===== src/hdl/htfd_pkg.sv =====
// shared constants, byte position codes and crc-8 step for the frame decoder
// no dependencies
package htfd_pkg;

	localparam logic [7:0] CRC_POLY = 8'h31;
	localparam logic [7:0] CRC_INIT = 8'hFF;

	localparam logic [12:0] TEMP_MUL    = 13'd4375;
	localparam int          TEMP_SHIFT  = 14;
	localparam logic [14:0] TEMP_OFFSET = 15'd4500;
	localparam logic [9:0]  HUM_MUL     = 10'd625;
	localparam int          HUM_SHIFT   = 12;

	typedef logic [2:0] pos_t;

	// byte position within the six-byte frame
	localparam pos_t POS_TEMP_HI  = 3'd0;
	localparam pos_t POS_TEMP_LO  = 3'd1;
	localparam pos_t POS_TEMP_CRC = 3'd2;
	localparam pos_t POS_HUM_HI   = 3'd3;
	localparam pos_t POS_HUM_LO   = 3'd4;
	localparam pos_t POS_HUM_CRC  = 3'd5;

	// msb-first crc-8, no final xor
	function automatic logic [7:0] crc8_byte(input logic [7:0] crc, input logic [7:0] b);
		logic [7:0] c;
		c = crc ^ b;
		for (int k = 0; k < 8; k++) begin
			if (c[7]) begin
				c = {c[6:0], 1'b0} ^ CRC_POLY;
			end else begin
				c = {c[6:0], 1'b0};
			end
		end
		return c;
	endfunction

endpackage


===== src/hdl/humidity_temp_frame_decoder_core.sv =====
// channel | direction | handshake          | payload
// in      | receive   | in_valid/in_stall   | rx_byte, frame_begin
// out     | send      | out_valid/out_stall | temperature_centi, humidity_centi,
//         |           |                     | temp_check_ok, hum_check_ok, frame_valid
//
// one byte enters per cycle while in_stall is low; each byte passes through the input register
// the frame result is loaded into the output register at the edge where the sixth byte
// leaves the input register, and out_valid rises at that same edge
// the crc step and both constant multiplies sit between the input and output registers
// arst_n clears the byte position and both valid bits and sets the running crc to CRC_INIT
// a stalled result holds back only a closing byte of the next frame; bytes behind it wait
//
// top level of the humidity/temperature frame decoder; uses htfd_pkg and htfd_scale
module humidity_temp_frame_decoder_core
	import htfd_pkg::*;
(
	input  logic               clk,
	input  logic               arst_n,
	input  logic               in_valid,
	output logic               in_stall,
	input  logic [7:0]         rx_byte,
	input  logic               frame_begin,
	output logic               out_valid,
	input  logic               out_stall,
	output logic signed [14:0] temperature_centi,
	output logic [13:0]        humidity_centi,
	output logic               temp_check_ok,
	output logic               hum_check_ok,
	output logic               frame_valid
);

	// input register
	logic       valid_s1;
	logic [7:0] byte_s1;
	logic       begin_s1;

	// frame state
	pos_t       pos_q;
	logic [7:0] crc_q;
	logic [7:0] first_hi_q;   // temp high byte, later the humidity low byte
	logic [15:0] temp_word_q;
	logic        temp_good_q;
	logic [7:0]  hum_hi_q;

	// output register
	logic               out_valid_q;
	logic signed [14:0] temp_q;
	logic [13:0]        hum_q;
	logic               temp_ok_q;
	logic               hum_ok_q;

	pos_t               pos_eff;
	logic               has_result;
	logic               out_free;
	logic               adv_s1;
	logic               in_take;
	logic [7:0]         crc_step;
	logic               hum_ok;
	logic signed [14:0] temp_calc;
	logic [13:0]        hum_calc;

	// a frame-begin byte or an unreachable position restarts at the first byte
	assign pos_eff    = (begin_s1 || pos_q > POS_HUM_CRC) ? POS_TEMP_HI : pos_q;
	assign has_result = (pos_eff == POS_HUM_CRC);

	assign out_free = !out_valid_q || !out_stall;
	assign adv_s1   = valid_s1 && (!has_result || out_free);
	assign in_stall = valid_s1 && !adv_s1;
	assign in_take  = in_valid && !in_stall;

	// the crc restarts on the high byte of each word
	assign crc_step = crc8_byte(
		(pos_eff == POS_TEMP_HI || pos_eff == POS_HUM_HI) ? CRC_INIT : crc_q, byte_s1);
	assign hum_ok   = (byte_s1 == crc_q);

	htfd_scale u_scale (
		.temp_word         (temp_word_q),
		.hum_word          ({hum_hi_q, first_hi_q}),
		.temperature_centi (temp_calc),
		.humidity_centi    (hum_calc)
	);

	always_ff @(posedge clk or negedge arst_n) begin
		if (!arst_n) begin
			valid_s1 <= 1'b0;
		end else if (in_take) begin
			valid_s1 <= 1'b1;
		end else if (adv_s1) begin
			valid_s1 <= 1'b0;
		end
	end

	always_ff @(posedge clk) begin
		if (in_take) begin
			byte_s1  <= rx_byte;
			begin_s1 <= frame_begin;
		end
	end

	// frame state moves on as each byte leaves the input register
	always_ff @(posedge clk or negedge arst_n) begin
		if (!arst_n) begin
			pos_q       <= POS_TEMP_HI;
			crc_q       <= CRC_INIT;
			first_hi_q  <= '0;
			temp_word_q <= '0;
			temp_good_q <= 1'b0;
			hum_hi_q    <= '0;
		end else if (adv_s1) begin
			unique case (pos_eff)
				POS_TEMP_HI: begin
					crc_q      <= crc_step;
					first_hi_q <= byte_s1;
					pos_q      <= POS_TEMP_LO;
				end
				POS_TEMP_LO: begin
					crc_q       <= crc_step;
					temp_word_q <= {first_hi_q, byte_s1};
					pos_q       <= POS_TEMP_CRC;
				end
				POS_TEMP_CRC: begin
					temp_good_q <= (byte_s1 == crc_q);
					crc_q       <= CRC_INIT;
					pos_q       <= POS_HUM_HI;
				end
				POS_HUM_HI: begin
					crc_q    <= crc_step;
					hum_hi_q <= byte_s1;
					pos_q    <= POS_HUM_LO;
				end
				POS_HUM_LO: begin
					crc_q      <= crc_step;
					first_hi_q <= byte_s1;
					pos_q      <= POS_HUM_CRC;
				end
				POS_HUM_CRC: begin
					crc_q <= CRC_INIT;
					pos_q <= POS_TEMP_HI;
				end
				default: begin
					pos_q <= POS_TEMP_HI;
				end
			endcase
		end
	end

	always_ff @(posedge clk or negedge arst_n) begin
		if (!arst_n) begin
			out_valid_q <= 1'b0;
		end else if (adv_s1 && has_result) begin
			out_valid_q <= 1'b1;
		end else if (!out_stall) begin
			out_valid_q <= 1'b0;
		end
	end

	always_ff @(posedge clk) begin
		if (adv_s1 && has_result) begin
			temp_q    <= temp_calc;
			hum_q     <= hum_calc;
			temp_ok_q <= temp_good_q;
			hum_ok_q  <= hum_ok;
		end
	end

	assign out_valid         = out_valid_q;
	assign temperature_centi = temp_q;
	assign humidity_centi    = hum_q;
	assign temp_check_ok     = temp_ok_q;
	assign hum_check_ok      = hum_ok_q;
	assign frame_valid       = temp_ok_q && hum_ok_q;

endmodule


===== src/hdl/htfd_scale.sv =====
// raw sensor words to hundredths of a degree and of a percent
// uses htfd_pkg for the scaling constants
module htfd_scale
	import htfd_pkg::*;
(
	input  logic [15:0]        temp_word,
	input  logic [15:0]        hum_word,
	output logic signed [14:0] temperature_centi,
	output logic [13:0]        humidity_centi
);

	logic [28:0] temp_prod;
	logic [25:0] hum_prod;
	logic [14:0] temp_scaled;

	assign temp_prod = 29'(TEMP_MUL) * 29'(temp_word);
	assign hum_prod  = 26'(HUM_MUL) * 26'(hum_word);

	// 4375 * 65535 >> 14 fits in 15 bits
	assign temp_scaled       = temp_prod[TEMP_SHIFT +: 15];
	assign temperature_centi = $signed(temp_scaled - TEMP_OFFSET);
	assign humidity_centi    = hum_prod[HUM_SHIFT +: 14];

endmodule


===== config.mk =====
export PLATFORM = sky130hd
export DESIGN_NAME = humidity_temp_frame_decoder_core
export DESIGN_NICKNAME = d
export VERILOG_FILES = /design/src/hdl/htfd_pkg.sv /design/src/hdl/humidity_temp_frame_decoder_core.sv /design/src/hdl/htfd_scale.sv
export SDC_FILE = /design/constraint.sdc
export NUM_CORES = 1
export LEC_CHECK = 0
export BUFFER_PORTS_ARGS = -buffer_cell sky130_fd_sc_hd__buf_2
export CELL_PAD_IN_SITES_DETAIL_PLACEMENT = 1
export CELL_PAD_IN_SITES_GLOBAL_PLACEMENT = 2
export CORE_ASPECT_RATIO = 1.1
export CORE_MARGIN = 2
export CORE_UTILIZATION = 47
export CTS_BUF_LIST = sky130_fd_sc_hd__clkbuf_8
export DETAILED_ROUTE_END_ITERATION = 10
export PLACE_DENSITY_LB_ADDON = 0.1
export SYNTH_ARGS = -nofsm -noshare
export SYNTH_HDL_FRONTEND = slang
export SYNTH_HIERARCHICAL = 1
export SYNTH_SLANG_ARGS = --single-unit

===== constraint.sdc =====
create_clock -name clk -period 18.1 [get_ports clk]
set_clock_uncertainty 0.05 [all_clocks]
set_input_delay 1.81 -clock clk [delete_from_list [all_inputs] [get_ports clk]]
set_output_delay 1.81 -clock clk [all_outputs]
set_load 0.03 [all_outputs]

* Word level (Yosys, flattened, before mapping)
Cells that the tools add are included.
** Storage, ports and cells
- Word-level logic and storage cells :: 75
- Output and inout bits :: 34
- Flip-flop bits (word level) :: 86
** Operators by class
- Muxes and demuxes :: 16
- $mul :: 2
- Bitwise logic cells :: 9
- Add/subtract/negate cells :: 1
- Equal/unequal tests :: 7
- Reduce and logical (&&, ||, !) cells :: 25
- $lt $le $gt $ge :: 1
** Operators with widths (count)
- two-way mux 6 bit :: 8
- multiplier 13 x 16 -> 29 bit, first input constant :: 1
- multiplier 10 x 16 -> 26 bit, first input constant :: 1
- NOT 3 bit :: 8
- case mux 8 bit (2 select lines) :: 1
- case mux 3 bit (5 select lines) :: 1
- subtractor 15 x 13 -> 15 bit, second input constant :: 1
- AND reduction 2 bit :: 5
- equality test 8 bit :: 1
- two-way mux 8 bit :: 1
- XOR 8 bit :: 1
- equality test 3 x 2 -> 1 bit, second input constant :: 2
- equality test 3 bit, second input constant :: 2
- logical AND 1 bit :: 5
- logical NOT 1 bit :: 5
- logical OR 1 bit :: 4
- two-way mux 1 bit :: 4
- nonzero test 2 bit :: 2
- OR reduction 2 bit :: 2
- OR reduction 4 bit :: 1
- equality test 3 x 1 -> 1 bit, second input constant :: 1
- greater-than comparator 3 bit, second input constant :: 1
- logical NOT 3 bit :: 1
- two-way mux 3 bit :: 1
- inequality test 2 x 1 -> 1 bit, second input constant :: 1

* Depth between registers and ports, before layout
Gate-level depths: netlist of run 1.
- Depth in word-level cells :: 24
- Depth in mapped cells :: 24
- Depth with buffers taken out :: 24

* By module
Netlist of run 1, hierarchy kept.
** Modules (own cells, without submodules)
- htfd_scale :: times used 1, area each 5724.2 µm², cells each 635, seq. area each 0.0 µm²
- humidity_temp_frame_decoder_core :: times used 1, area each 3483.3 µm², cells each 231, seq. area each 2362.3 µm²

* Least setup slack after synthesis of run 1
Ideal clock, no wire load.
- Path type :: register -> register
- Start :: register temp_word_q[9]
- End :: register temp_q[14], in the netlist temperature_centi[14] (data pin)
- Buffers on the path :: 0
- Slack :: 12.282 ns
- Data required time :: 17.791 ns
- Arrival :: 5.510 ns
- Library setup time :: 0.259 ns
- Cell stages (with the launch flop) :: 23
- Path through :: dfrtp_1 ha_1 fa_1 ha_1 fa_1 inv_1 fa_1 inv_1 ha_1 a211oi_2 nand2_1 o311ai_1 nand2_1 a21oi_1 xor2_1 ha_1 nor2b_1 mux2i_1 and3_1 o2111ai_4 maj3_1 o22ai_1 a21boi_1
** Between the ends
- Cells in the longest elaborated chain, start to end :: 2
** Ends and longest elaborated chain
- start, declared :: line humidity_temp_frame_decoder_core.sv:41 : logic [15:0] temp_word_q;
- start signal, assigned :: line humidity_temp_frame_decoder_core.sv:118 : temp_word_q <= {first_hi_q, byte_s1};
- multiplier 13 x 16 -> 29 bit :: line htfd_scale.sv:16 : assign temp_prod = 29'(TEMP_MUL) * 29'(temp_word);
- subtractor 15 x 13 -> 15 bit :: line htfd_scale.sv:21 : assign temperature_centi = $signed(temp_scaled - TEMP_OFFSET);
- via temp_calc[14] :: line humidity_temp_frame_decoder_core.sv:59 : logic signed [14:0] temp_calc;
- end signal, assigned :: line humidity_temp_frame_decoder_core.sv:159 : temp_q <= temp_calc;
- end, declared :: line humidity_temp_frame_decoder_core.sv:47 : logic signed [14:0] temp_q;
The timed path passes the listed nets, and every way through them passes these cells.
A chain may end at the register's enable or synchronous reset.

* Worst setup path after layout of run 1
Same ends and word-level chain as after synthesis.

==> results of run 1 <==
final timing paths:
kind	slack, ps	end
setup / recovery	11410	temperature_centi[14]$_DFFE_PP_
hold / removal	420	temp_check_ok$_DFFE_PP_
setup reg to reg	11410	temperature_centi[14]$_DFFE_PP_
hold reg to reg	420	temp_check_ok$_DFFE_PP_
max in group asynchronous	15810	temp_word_q[13]$_DFFE_PN0P_
min in group asynchronous	1530	temp_good_q$_DFFE_PN0P_
state kept, by name, indices dropped and copies added (netlist names), 3 cells and up:
register           count
byte_s1                8
crc_q                  8
first_hi_q             8
hum_hi_q               8
humidity_centi        14
pos_q                  3
temp_word_q           16
temperature_centi     15
final cells by class:
cell class,count,area [sq um],share of cell area
multi-input cells,579,6070,0.615
well taps,247,309,0.0313
clock inverters,7,75.1,0.00760
repair buffers,46,230,0.0233
inverters,188,706,0.0714
clock buffers,9,124,0.0125
flip-flops and latches,86,2360,0.239
per-layer routing:
metal / share of wire / GRT usage / vias up
met5: 0 / 0 / -
met3: 0.018 / 0.0295 / 22
met2: 0.53 / 0.400 / 66
met4: 0.022 / 0.0701 / 0
met1: 0.43 / 0.260 / 3090
li1: - / - / 2958
through the flow:
stage	area, sq um	utilization
6_report	9880	0.515
5_1_grt	9880	0.515
4_1_cts	9880	0.515
3_5_place_dp	9680	0.505
3_3_place_gp	9680	0.505
2_1_floorplan	9210	-
critical path, cell delays in order, from the launching register on:
cell,delay (ps)
dfrtp_1,510
ha_1,360
fa_1,480
ha_1,320
fa_1,490
inv_1,60
fa_1,530
inv_1,40
ha_1,340
a211oi_2,270
nand2_1,100
o311ai_1,710
nand2_1,210
a21oi_1,220
xor2_1,200
ha_1,240
nor2b_1,60
mux2i_1,160
and3_1,280
o2111ai_4,180
maj3_1,400
o22ai_1,160
a21boi_1,90
cells by family after synthesis:
family / after synthesis / share of synthesized area
DFF: 86 / 0.257
xor gates and xnor gates: 65 / 0.0681
AOI/OAI and AO/OA: 113 / 0.0905
and+or+nand+nor: 125 / 0.0669
buffers and inverters: 201 / 0.0843
adders and majority gates: 243 / 0.394
muxes: 33 / 0.0402
placed cells by master (no fill, tap or decap), types with 4 or more instances in the layout:
cell,netlist,layout
o21bai_1,5,5
nand2_1,26,26
buf_2,5,46
edfxtp_1,40,40
fa_1,78,78
dfstp_2,8,8
nand4_1,8,8
mux2_2,32,32
a21o_1,10,10
dfrtp_1,38,38
inv_1,188,188
nor2b_1,9,9
nor3_1,10,10
and3_1,6,5
clkbuf_8,0,9
xnor2_1,37,37
o21a_1,5,5
a21oi_1,34,34
o21ai_0,18,18
o21ai_2,5,5
ha_1,164,164
nor2_1,38,38
xor2_1,22,22
nand3_1,12,12
and2_1,4,4
==> impl_metrics.yaml, run 1 <==
status:
  status: "completed"
clock_tree:
  htreeDepth: 3
  cts_sinks: 86
  path_clk_slew_ps: 120
  post-cts-setup-buffer-count: 0
  clk-insertion-delay-late_ps: 400
  numCtsBuffers: 9
  cts_hold_buf: 0
  cts_tree: "built"
  cts.repair.resized: 0
  clockBufferDepth: 2
  root_buffer: "clkbuf_8"
final_layout:
  nets: 1165
  antenna_cells: 0
  final_cells: 1162
  drive_above_1_share: 0.140
  final.fill_count: 2094
  synthToLayoutAreaGrowth_pct: 7.27
global_route:
  antenna_found_initial: 0
  grt_pass1_vias: 6972
  grt_pass1_wl_um: 34600
  grt_use_total: 0.217
  grt_max_degree: 47
  grt-ovfl-total: 0
timing:
  timing.final.crit_share: 0.370
  rsz0062_at_grt: "false"
  slew_headroom: 0.308
  setup_violations: 0
  setup_ws_ps: 11410
  min_period_ps: 6690
  worst_slew_pin_slew_ps: 1040
  drv_slew: 0
  hold_ws_ps: 419
  finalSetupTns_ps: 0
  finalHoldViolations: 0
  fmax_ghz: 0.149
floorplan:
  start_util: 0.480
  dieArea_sq_um: 20700
  die_x_um: 137
  rows: 53
  coreArea_sq_um: 19200
  io_pins: 47
  fp.dieH_um: 151
synthesis:
  avgSynthCellArea_sq_um: 10.6
  synth_flop_cell: "edfxtp_1"
  netlist_area_sq_um: 9210
  synth_top_area_frac: 0.223
  synth-seq-area-share: 0.257
  synth_area_leaders: "ha_1 (22%), fa_1 (17%), edfxtp_1 (13%)"
  synth-edff-count: 40
  ys_seq_elements: 86
  synth_fp_nets: 1121
  yosys_warnings: 6
  synthMostInstantiatedCell: "inv_1"
  synth_async_sr_flop_share: 0.535
  yosys.area.top_type: "ha_1"
  synthesis.instances: 866
  ys_types: 61
  synth_common_cells: "inv_1 (188), ha_1 (164), fa_1 (78)"
worst_setup_path:
  startpoint_type: "flop"
  r2r-start: "temp_word_q[9]$_DFFE_PN0P_"
  crit_fanout: 7
  r2r_cells: 22
  worstPathRequired_ps: 18210
  startpoint: "temp_word_q[9]$_DFFE_PN0P_"
  worstSetupPathType: "reg -> reg"
  endpoint_kind: "flop"
  cp.arrival_ps: 6800
detailed_routing:
  wirelength_um: 20500
  wl_per_cell_um: 17.7
  route.detailed.drc: 0
  vias: 6136
  via_per_inst: 5.28
  ant_nets: 0
  drtIter0Drc: 207
  firstDrtPassIters: 4
min_path:
  min_path_cells: 0
  worstHoldStart: "temp_good_q$_DFFE_PN0P_"
  hp-class: "reg -> reg"
job:
  maxCapViolCount: 0
place:
  place_inst: 1146
  dp_worst_setup_slack_ps: 11420
  detailedPlacementHpwl_um: 16700
  gp_congestion: 0.855
  port-buffer-count: 46
Power of run 1 is left out: the tool's default activity adds up to more than one toggle a clock period on the data nets, which glitch-free logic cannot reach.
==> run 2: changes to the inputs <==
- ABC_AREA: default -> 1
- CORE_UTILIZATION: 47 -> 36
- clock period: 18.1 -> 5.6 ns (I/O delays scaled with it)
==> impl_metrics.yaml, run 2 <==
status:
  status: "completed"
detailed_routing:
  vias: 7886
  drtIter0Drc: 261
  wirelength_um: 26200
  via_per_inst: 4.74
  route.detailed.drc: 0
  firstDrtPassIters: 4
  wl_per_cell_um: 15.8
  ant_nets: 0
final_layout:
  final.fill_count: 3393
  drive_above_1_share: 0.103
  synthToLayoutAreaGrowth_pct: 8.50
  layout_commonest_cell: "inv_1"
  nets: 1549
  largest_reg_flops: 16
  antenna_cells: 0
  regMostFlops: "temp_word_q"
  mostFrequentLayoutCells: "inv_1 (288), nand2_1 (277), ha_1 (164)"
place:
  detailedPlacementHpwl_um: 22300
  port-buffer-count: 46
  gp_congestion: 0.818
timing:
  fmax_ghz: 0.199
  min_period_ps: 5030
  drv_slew: 0
  slew_headroom: 0.281
  rsz0062_at_grt: "false"
  worst_slew_pin_slew_ps: 1080
  finalHoldViolations: 0
  finalSetupTns_ps: 0
  timing.final.crit_share: 0.898
  setup_violations: 0
floorplan:
  fp.dieH_um: 180
  die_x_um: 164
  dieArea_sq_um: 29600
  rows: 64
  start_util: 0.365
  io_pins: 47
  coreArea_sq_um: 27800
clock_tree:
  cts_sinks: 86
  cts_tree: "built"
  clk-insertion-delay-late_ps: 400
  htreeDepth: 3
  path_clk_slew_ps: 100
  numCtsBuffers: 9
  cts.repair.resized: 0
  root_buffer: "clkbuf_8"
  post-cts-setup-buffer-count: 0
  clockBufferDepth: 2
  cts_hold_buf: 0
worst_setup_path:
  cp_num_buf_inv: 8
  startpoint_type: "flop"
  cp.arrival_ps: 5130
  path_depth: 26
  worstSetupPathType: "reg -> reg"
  cp_slowest_cell: "fa_1"
  endpoint_kind: "flop"
  slowest_delay_ps: 530
  crit_fanout: 7
  worstPathRequired_ps: 5700
  r2r_cells: 26
  cp_top_family: "adder cells"
  r2r-start: "temp_word_q[12]$_DFFE_PN0P_"
  startpoint: "temp_word_q[12]$_DFFE_PN0P_"
synthesis:
  netlist_area_sq_um: 10200
  ys_types: 44
  synthesis.instances: 1241
  ys_seq_elements: 86
  synth_top_area_frac: 0.202
  synth_common_cells: "inv_1 (288), nand2_1 (277), ha_1 (164)"
  synth_area_leaders: "ha_1 (20%), fa_1 (15%), edfxtp_1 (12%)"
  synth-seq-area-share: 0.233
  synth_flop_cell: "edfxtp_1"
  yosys.area.top_type: "ha_1"
  yosys_warnings: 6
  synth-edff-count: 40
  avgSynthCellArea_sq_um: 8.18
  synth_fp_nets: 1496
  synthMostInstantiatedCell: "inv_1"
  synth_async_sr_flop_share: 0.535
global_route:
  grt_pass1_wl_um: 43900
  grt-ovfl-total: 0
  antenna_found_initial: 0
  grt_max_degree: 47
  grt_pass1_vias: 8652
  grt_use_total: 0.191
min_path:
  hp-class: "in -> async"
job:
  maxCapViolCount: 0
-- run 2: cell count changes in the layout (fill, tap and decap cells not counted), sizes merged, moves of 6 or more --
cell	delta
a21oi	+18
xor2	-6
nor2b	-9
o21ai	+13
mux2	-23
inv	+102
nand2	+280
a21o	-9
nor2	+23
xnor2	-27
nand3	+59
-- run 2: layer usage --
metal	wire length (um)	track usage
met5	0	0
met3	367	0.0221
met2	13900	0.361
met4	548	0.0540
met1	11400	0.222
-- run 2: worst reg2reg max path: cells and delay by family (launching register included) --
kind                       cells  cell delay (ps)
DFF                            1              490
buffers and inverters          8              470
xor gates and xnor gates       1              130
and+or+nand+nor                9              830
adders and majority gates      7             2610
AOI/OAI and AO/OA              1              190
-- run 2: final cells by class --
cell class                 instances  area, sq um  share of cell area
tap                              363          454              0.0412
sequential                        86         2360               0.214
multi-input combinational        855         6660               0.604
clock buffer                      10          138              0.0125
inverter                         293         1100              0.0999
clock inverter                     6         52.6             0.00477
timing repair buffer              49          253              0.0229
-- run 2: worst paths after layout --
check	end	slack (ps)
max in group asynchronous	pos_q[0]$_DFFE_PN0N_	4880
max reg2reg	temperature_centi[12]$_DFFE_PP_	570
max	temperature_centi[12]$_DFFE_PP_	570
min	temp_good_q$_DFFE_PN0P_	190
min reg2reg	temp_check_ok$_DFFE_PP_	410
min in group clk	byte_s1[5]$_DFFE_PP_	270
-- run 2: per-stage QoR --
stage	utilization	cell area [sq um]	worst slack, ps	cells	hold WS (ps)
2_1_floorplan	-	10200	977	1241	214
3_3_place_gp	0.390	10800	643	1646	379
3_5_place_dp	0.390	10800	595	1646	384
4_1_cts	0.396	11000	556	1662	205
5_1_grt	0.396	11000	184	1662	220
6_report	0.396	11000	573	1662	186
-- run 2: cells by family after synthesis --
| group | synth area share |
|---|---|
| buffers and inverters | 0.112 |
| multiplexers | 0.00998 |
| flip-flops | 0.233 |
| XOR/XNOR | 0.0266 |
| adder cells (fa/ha/maj) | 0.356 |
| AND/OR/NAND/NOR | 0.205 |
| AO/OA/AOI/OAI | 0.0574 |
Power of run 2 is left out for the same reason.
